[config.mk]
export PLATFORM = sky130hd
export DESIGN_NAME = ray_ground_point_classifier
export DESIGN_NICKNAME = d
export VERILOG_FILES = /design/src/hdl/rgpc_pkg.sv /design/src/hdl/ray_ground_point_classifier.sv
export SDC_FILE = /design/constraint.sdc
export NUM_CORES = 2
export LEC_CHECK = 0
export ABC_AREA = 1
export BUFFER_PORTS_ARGS = -buffer_cell sky130_fd_sc_hd__buf_2
export CAP_MARGIN = 30
export CORE_MARGIN = 5
export CORE_UTILIZATION = 70
export DETAILED_ROUTE_END_ITERATION = 10
export PLACE_DENSITY = 0.89
export SLEW_MARGIN = 5
export SYNTH_ARGS = -nofsm -noshare
export SYNTH_HDL_FRONTEND = slang
export SYNTH_SLANG_ARGS = --single-unit
[constraint.sdc]
create_clock -name aclk -period 31.1 [get_ports aclk]
set_input_delay 3.11 -clock aclk [delete_from_list [all_inputs] [get_ports aclk]]
set_output_delay 3.11 -clock aclk [all_outputs]
set_load 0.01 [all_outputs]
[src/hdl/rgpc_pkg.sv]
`timescale 1ns / 1ps
// ----------------------------------------------------------------------------
// Ray ground point classifier package
// Payload types, register map and reset values shared by the classifier.
// ----------------------------------------------------------------------------
package rgpc_pkg;

    localparam int RADIUS_W = 17;
    localparam int HEIGHT_W = 16;
    localparam int INDEX_W  = 16;
    localparam int TAN_W    = 16;
    localparam int SENSOR_W = 13;
    localparam int MINH_W   = 12;
    localparam int CONC_W   = 12;
    localparam int RECL_W   = 16;

    localparam int PADDR_W  = 5;
    localparam int PDATA_W  = 32;
    localparam int REGSEL_W = 3;

    localparam logic [REGSEL_W-1:0] REG_SENSOR_HEIGHT = 3'd0;
    localparam logic [REGSEL_W-1:0] REG_TAN_LOCAL     = 3'd1;
    localparam logic [REGSEL_W-1:0] REG_TAN_GENERAL   = 3'd2;
    localparam logic [REGSEL_W-1:0] REG_MIN_HEIGHT    = 3'd3;
    localparam logic [REGSEL_W-1:0] REG_CONC_STEP     = 3'd4;
    localparam logic [REGSEL_W-1:0] REG_RECLASS_DIST  = 3'd5;

    localparam logic [SENSOR_W-1:0] SENSOR_HEIGHT_RST = 13'd1750;
    localparam logic [TAN_W-1:0]    TAN_LOCAL_RST     = 16'd9210;
    localparam logic [TAN_W-1:0]    TAN_GENERAL_RST   = 16'd5734;
    localparam logic [MINH_W-1:0]   MIN_HEIGHT_RST    = 12'd50;
    localparam logic [CONC_W-1:0]   CONC_STEP_RST     = 12'd10;
    localparam logic [RECL_W-1:0]   RECLASS_DIST_RST  = 16'd200;

    typedef struct packed {
        logic [RADIUS_W-1:0]        radius_mm;
        logic signed [HEIGHT_W-1:0] height_mm;
        logic                       ray_start;
        logic [INDEX_W-1:0]         point_index;
    } in_item_t;

    typedef struct packed {
        logic               is_ground;
        logic [INDEX_W-1:0] result_index;
    } out_item_t;

endpackage

[src/hdl/ray_ground_point_classifier.sv]
`timescale 1ns / 1ps
// ----------------------------------------------------------------------------
// Ray ground point classifier
// Classifies radius-sorted lidar points of each ray as ground or not ground.
// ----------------------------------------------------------------------------
// Each accepted point is held in an input register, classified and written to
// a result register, from which its result is offered, and a new point can be
// taken in every cycle while the output is not stalled. The rate is set by
// the per-ray state (previous radius, height and ground flag), which is read
// and updated in the classify step together with two 16x17 bit slope
// multiplications. Thresholds are truncated Q0.16 products in millimeters;
// the user must write registers through the APB port only while no point is
// in flight; the block itself does not enforce this.
module ray_ground_point_classifier
    import rgpc_pkg::*;
(
    input  logic               aclk,
    input  logic               aresetn,

    input  logic               s_valid,
    output logic               s_ready,
    input  in_item_t           s_data,

    output logic               m_valid,
    input  logic               m_ready,
    output out_item_t          m_data,

    input  logic               psel,
    input  logic               penable,
    input  logic               pwrite,
    input  logic [PADDR_W-1:0] paddr,
    input  logic [PDATA_W-1:0] pwdata,
    output logic [PDATA_W-1:0] prdata,
    output logic               pready
);

    logic [SENSOR_W-1:0] sensor_height_reg;
    logic [TAN_W-1:0]    tan_local_reg;
    logic [TAN_W-1:0]    tan_general_reg;
    logic [MINH_W-1:0]   min_height_reg;
    logic [CONC_W-1:0]   conc_step_reg;
    logic [RECL_W-1:0]   reclass_dist_reg;

    logic                in_valid_reg;
    in_item_t            in_data_reg;
    logic                out_valid_reg;
    out_item_t           out_data_reg;

    logic [RADIUS_W-1:0]        last_radius_reg;
    logic signed [HEIGHT_W-1:0] last_height_reg;
    logic                       last_ground_reg;

    logic                      advance;
    logic                      classify;
    logic [REGSEL_W-1:0]       reg_sel;
    logic                      cfg_write;

    logic signed [13:0]         ground_level;
    logic [RADIUS_W-1:0]        base_radius;
    logic signed [HEIGHT_W-1:0] base_height;
    logic                       base_ground;
    logic signed [17:0]         step;
    logic [17:0]                step_abs;
    logic [RADIUS_W-1:0]        step_mag;
    logic [32:0]                local_prod;
    logic [32:0]                general_prod;
    logic [RADIUS_W-1:0]        local_mag;
    logic [RADIUS_W-1:0]        general_thr;
    logic signed [17:0]         local_raw;
    logic signed [17:0]         local_thr;
    logic signed [19:0]         h_ext;
    logic signed [19:0]         prev_h_ext;
    logic signed [19:0]         gl_ext;
    logic signed [19:0]         t_ext;
    logic signed [19:0]         gen_ext;
    logic                       near_last;
    logic                       near_general;
    logic                       near_ground_local;
    logic                       far_step;
    logic                       is_ground_next;
    out_item_t                  result_next;

    assign pready    = 1'b1;
    assign reg_sel   = paddr[PADDR_W-1:2];
    assign cfg_write = psel && penable && pwrite;

    always_ff @(posedge aclk) begin
        if (!aresetn) begin
            sensor_height_reg <= SENSOR_HEIGHT_RST;
            tan_local_reg     <= TAN_LOCAL_RST;
            tan_general_reg   <= TAN_GENERAL_RST;
            min_height_reg    <= MIN_HEIGHT_RST;
            conc_step_reg     <= CONC_STEP_RST;
            reclass_dist_reg  <= RECLASS_DIST_RST;
        end else if (cfg_write) begin
            unique case (reg_sel)
                REG_SENSOR_HEIGHT: sensor_height_reg <= pwdata[SENSOR_W-1:0];
                REG_TAN_LOCAL:     tan_local_reg     <= pwdata[TAN_W-1:0];
                REG_TAN_GENERAL:   tan_general_reg   <= pwdata[TAN_W-1:0];
                REG_MIN_HEIGHT:    min_height_reg    <= pwdata[MINH_W-1:0];
                REG_CONC_STEP:     conc_step_reg     <= pwdata[CONC_W-1:0];
                REG_RECLASS_DIST:  reclass_dist_reg  <= pwdata[RECL_W-1:0];
                default: begin
                end
            endcase
        end
    end

    always_comb begin
        unique case (reg_sel)
            REG_SENSOR_HEIGHT: prdata = PDATA_W'(sensor_height_reg);
            REG_TAN_LOCAL:     prdata = PDATA_W'(tan_local_reg);
            REG_TAN_GENERAL:   prdata = PDATA_W'(tan_general_reg);
            REG_MIN_HEIGHT:    prdata = PDATA_W'(min_height_reg);
            REG_CONC_STEP:     prdata = PDATA_W'(conc_step_reg);
            REG_RECLASS_DIST:  prdata = PDATA_W'(reclass_dist_reg);
            default:           prdata = '0;
        endcase
    end

    assign advance  = !out_valid_reg || m_ready;
    assign s_ready  = !in_valid_reg || advance;
    assign classify = in_valid_reg && advance;

    always_ff @(posedge aclk) begin
        if (!aresetn) begin
            in_valid_reg  <= 1'b0;
            out_valid_reg <= 1'b0;
        end else begin
            if (s_ready) begin
                in_valid_reg <= s_valid;
            end
            if (advance) begin
                out_valid_reg <= in_valid_reg;
            end
        end
    end

    always_ff @(posedge aclk) begin
        if (s_valid && s_ready) begin
            in_data_reg <= s_data;
        end
        if (classify) begin
            out_data_reg <= result_next;
        end
    end

    always_comb begin
        ground_level = -$signed({1'b0, sensor_height_reg});

        base_radius = in_data_reg.ray_start ? '0 : last_radius_reg;
        base_height = in_data_reg.ray_start ? HEIGHT_W'(ground_level) : last_height_reg;
        base_ground = in_data_reg.ray_start ? 1'b0 : last_ground_reg;

        step     = $signed({1'b0, in_data_reg.radius_mm}) - $signed({1'b0, base_radius});
        step_abs = step[17] ? 18'(-step) : 18'(step);
        step_mag = step_abs[RADIUS_W-1:0];

        local_prod   = 33'(tan_local_reg) * 33'(step_mag);
        general_prod = 33'(tan_general_reg) * 33'(in_data_reg.radius_mm);
        local_mag    = local_prod[32:16];
        general_thr  = general_prod[32:16];

        local_raw = step[17] ? -$signed({1'b0, local_mag}) : $signed({1'b0, local_mag});
        if (step > $signed({6'b0, conc_step_reg})
                && local_raw < $signed({6'b0, min_height_reg})) begin
            local_thr = $signed({6'b0, min_height_reg});
        end else begin
            local_thr = local_raw;
        end

        h_ext      = 20'(in_data_reg.height_mm);
        prev_h_ext = 20'(base_height);
        gl_ext     = 20'(ground_level);
        t_ext      = 20'(local_thr);
        gen_ext    = $signed({3'b0, general_thr});

        near_last         = (h_ext <= prev_h_ext + t_ext) && (h_ext >= prev_h_ext - t_ext);
        near_general      = (h_ext <= gl_ext + gen_ext) && (h_ext >= gl_ext - gen_ext);
        near_ground_local = (h_ext <= gl_ext + t_ext) && (h_ext >= gl_ext - t_ext);
        far_step          = step > $signed({2'b0, reclass_dist_reg});

        is_ground_next = near_last ? (base_ground || near_general)
                                   : (far_step && near_ground_local);

        result_next.is_ground    = is_ground_next;
        result_next.result_index = in_data_reg.point_index;
    end

    always_ff @(posedge aclk) begin
        if (!aresetn) begin
            last_radius_reg <= '0;
            last_height_reg <= -$signed({3'b0, SENSOR_HEIGHT_RST});
            last_ground_reg <= 1'b0;
        end else if (classify) begin
            last_radius_reg <= in_data_reg.radius_mm;
            last_height_reg <= in_data_reg.height_mm;
            last_ground_reg <= is_ground_next;
        end
    end

    assign m_valid = out_valid_reg;
    assign m_data  = out_data_reg;

endmodule
==> flow_metrics.py <==
metrics = {
    "status": {
        "status": "complete, no violations",
    },
    "sta": {
        "fin_crit_ns": 18.16,
        "setup-violations-final": 0,
        "hold_viol": 0,
        "timing.fmax_mhz": 55.06,
        "worst_pin_slew_ns": 0.9750,
        "rsz0062_at_grt": "false",
        "min_period_over_period_pct": 58.40,
        "relSlewSlack_pct": 34.40,
        "setup_slack_ns": 12.94,
        "skew_ns": 0.01353,
        "final.setup.tns_ns": 0,
        "drv_slew": 0,
    },
    "drt": {
        "drc": 0,
        "num_vias": 31150,
        "drt-initial-drc-count": 3137,
        "avgRoutedWirePerCell_um": 19.47,
        "routed_wl_um": 102400,
        "viasPerCell": 5.924,
        "drt-pass1-iter-count": 8,
        "ant_nets": 0,
    },
    "layout": {
        "fill_cells": 3797,
        "fin_util_pct": 74.27,
        "multi_input_area_um2": 25930,
        "largest_reg_flops": 34,
        "final_cells": 5258,
        "regArea_um2": 4434,
        "drive_gt1_share_pct": 5.864,
        "layout_common_cells": "973 x inv_1, 925 x nand2_1, 486 x ha_1, 421 x fa_1, 312 x nor2_1",
        "fin_nets": 5575,
        "syn_to_final_growth_pct": 4.843,
        "layout_commonest_cell": "inv_1",
    },
    "setup_path": {
        "crit_start": "in_data_reg[16]",
        "path_max_fanout": 34,
        "start_kind": "flip-flop",
        "path_buf_inv": 12,
        "cp.arrival_ns": 18.62,
        "rr_worst_depth": 86,
        "reg2reg_slack_ns": 12.94,
        "crit_path_top_delay_cell": "nor4_1",
        "critPathRequiredTime_ns": 31.55,
        "crit_type": "reg -> reg",
        "r2r-end": "last_ground_reg",
        "end_kind": "flip-flop",
        "crit_family": "simple AND/OR/NAND/NOR gates",
        "timing.rr.start": "in_data_reg[16]",
        "path_depth": 86,
        "slowest_delay_ns": 0.90,
        "path_common_cell": "nand2_1",
        "cp-endpoint": "last_ground_reg",
    },
    "flow_run": {
        "cap_violations": 0,
    },
    "die": {
        "die_area_um2": 54200,
        "top_level_ports": 146,
        "dieWidth_um": 232.8,
        "rows": 81,
        "core-area_um2": 49050,
        "die_h_um": 232.8,
        "start_util_pct": 70.84,
    },
    "cts": {
        "cts_buffer_depth": 2,
        "cts_setup_buffers": 0,
        "cts_buffers": 17,
        "cts_tree": "yes",
        "cts-root-buf": "clkbuf_16",
        "postCtsResizedCells": 0,
        "htree_num_levels": 4,
        "cts.clk_slew.worst_paths_ns": 0.08,
        "clk_latency_ns": 0.51,
        "ctsHoldBuffers": 0,
        "cts.sinks": 188,
    },
    "placed_design": {
        "place.gp.congestion": 1.049,
        "port_buffers": 110,
        "dp_slack_ns": 13.62,
        "dpl.cell_count": 5218,
        "dp_hpwl_um": 79990,
    },
    "global_routing": {
        "grt_max_degree": 81,
        "grt_pass1_vias": 31710,
        "overflow": 0,
        "antenna_found_initial": 10,
        "grt_pass1_wl_um": 162100,
        "grt_usage_pct": 38.22,
    },
    "yosys": {
        "ys_seq_elements": 188,
        "ys_seq_area_share_pct": 12.76,
        "synth.avg_cell_area_um2": 7.636,
        "synth_enable_flop_cells": 67,
        "synth_cells": 4551,
        "synth.distinct_cells": 68,
        "async_flop_share_pct": 0,
        "ys.warnings.count": 0,
        "yosys_most_used_dff": "dfxtp_1",
        "syn-cell-area_um2": 34750,
    },
    "hold_path": {
        "hp-class": "reg -> reg",
    },
}
[metrics by stage]
stage | cell area (um2) | hold slack (ns)
detailed placement | 35800 | 0.4045
CTS | 36410 | 0.4220
global route | 36420 | 0.4295
finish | 36430 | 0.4227
floorplan | 34810 | 0.4003
global placement | 35780 | 0.4001
[synth_stat cells (26+ instances only)]
| cell type | n | area (um2) |
|---|---|---|
| o211ai_1 | 35 | 262.8 |
| ha_1 | 486 | 6081 |
| edfxtp_1 | 67 | 2012 |
| inv_1 | 975 | 3660 |
| nand3_1 | 97 | 485.5 |
| xor2_1 | 134 | 1174 |
| nand2_2 | 26 | 162.7 |
| clkbuf_1 | 123 | 461.7 |
| o21ai_0 | 189 | 945.9 |
| o21bai_1 | 38 | 285.3 |
| nand2_1 | 925 | 3472 |
| nand4_1 | 32 | 200.2 |
| nor3_1 | 35 | 175.2 |
| fa_1 | 421 | 8428 |
| dfxtp_1 | 121 | 2422 |
| nor2_1 | 312 | 1171 |
| a21oi_1 | 286 | 1431 |
[layout make-up]
class,instances,area share [%]
Sequential cell,188,12.17
Multi-Input combinational cell,3222,71.16
Inverter,992,10.23
Clock inverter,15,0.5117
Timing Repair Buffer,153,2.431
Antenna cell,7,0.04808
Tap cell,664,2.280
Clock buffer,17,1.168
[how the worst min path moves through the flow]
| stage | startpoint | end | slack, ns | cells after the start |
|---|---|---|---|---|
| 2_1_floorplan | in_data_reg[0] | m_data[0] | 0.40 | 0 |
| 3_3_place_gp | in_data_reg[14] | m_data[14] | 0.40 | 0 |
| 3_5_place_dp | in_data_reg[12] | m_data[12] | 0.40 | 0 |
| 4_1_cts | in_data_reg[7] | m_data[7] | 0.42 | 0 |
| 5_1_grt | in_data_reg[12] | m_data[12] | 0.43 | 0 |
| 6_report | in_data_reg[7] | m_data[7] | 0.42 | 0 |
[cells by family after synthesis]
group	share of synthesized area (%)
adder cells (fa/ha/maj)	41.75
buffers and inverters	12.81
AND/OR/NAND/NOR	17.53
AO/OA/AOI/OAI	11.13
XOR/XNOR	4.000
other	0.02161
flip-flops	12.76
[worst register-to-register path: cells and delay by family (launching register included)]
family | cells | cell delay [ns]
flip-flops | 1 | 0.39
buffers and inverters | 12 | 1.80
adder cells (fa/ha/maj) | 12 | 5.25
AND/OR/NAND/NOR | 36 | 5.36
XOR/XNOR | 3 | 0.70
AO/OA/AOI/OAI | 23 | 4.61
[routing by layer]
layer	wire (um)	vias up	global-route usage [%]	part of all wire (%)
li1	-	14193	-	-
met1	37530	14690	47.96	37
met2	45770	1767	60.83	45
met3	11850	492	8.810	12
met4	7158	8	22.13	7.0
met5	54	-	0	0.053
Power is left out: the tool's default activity adds up to more than one toggle a clock period on the data nets, which glitch-free logic cannot reach.
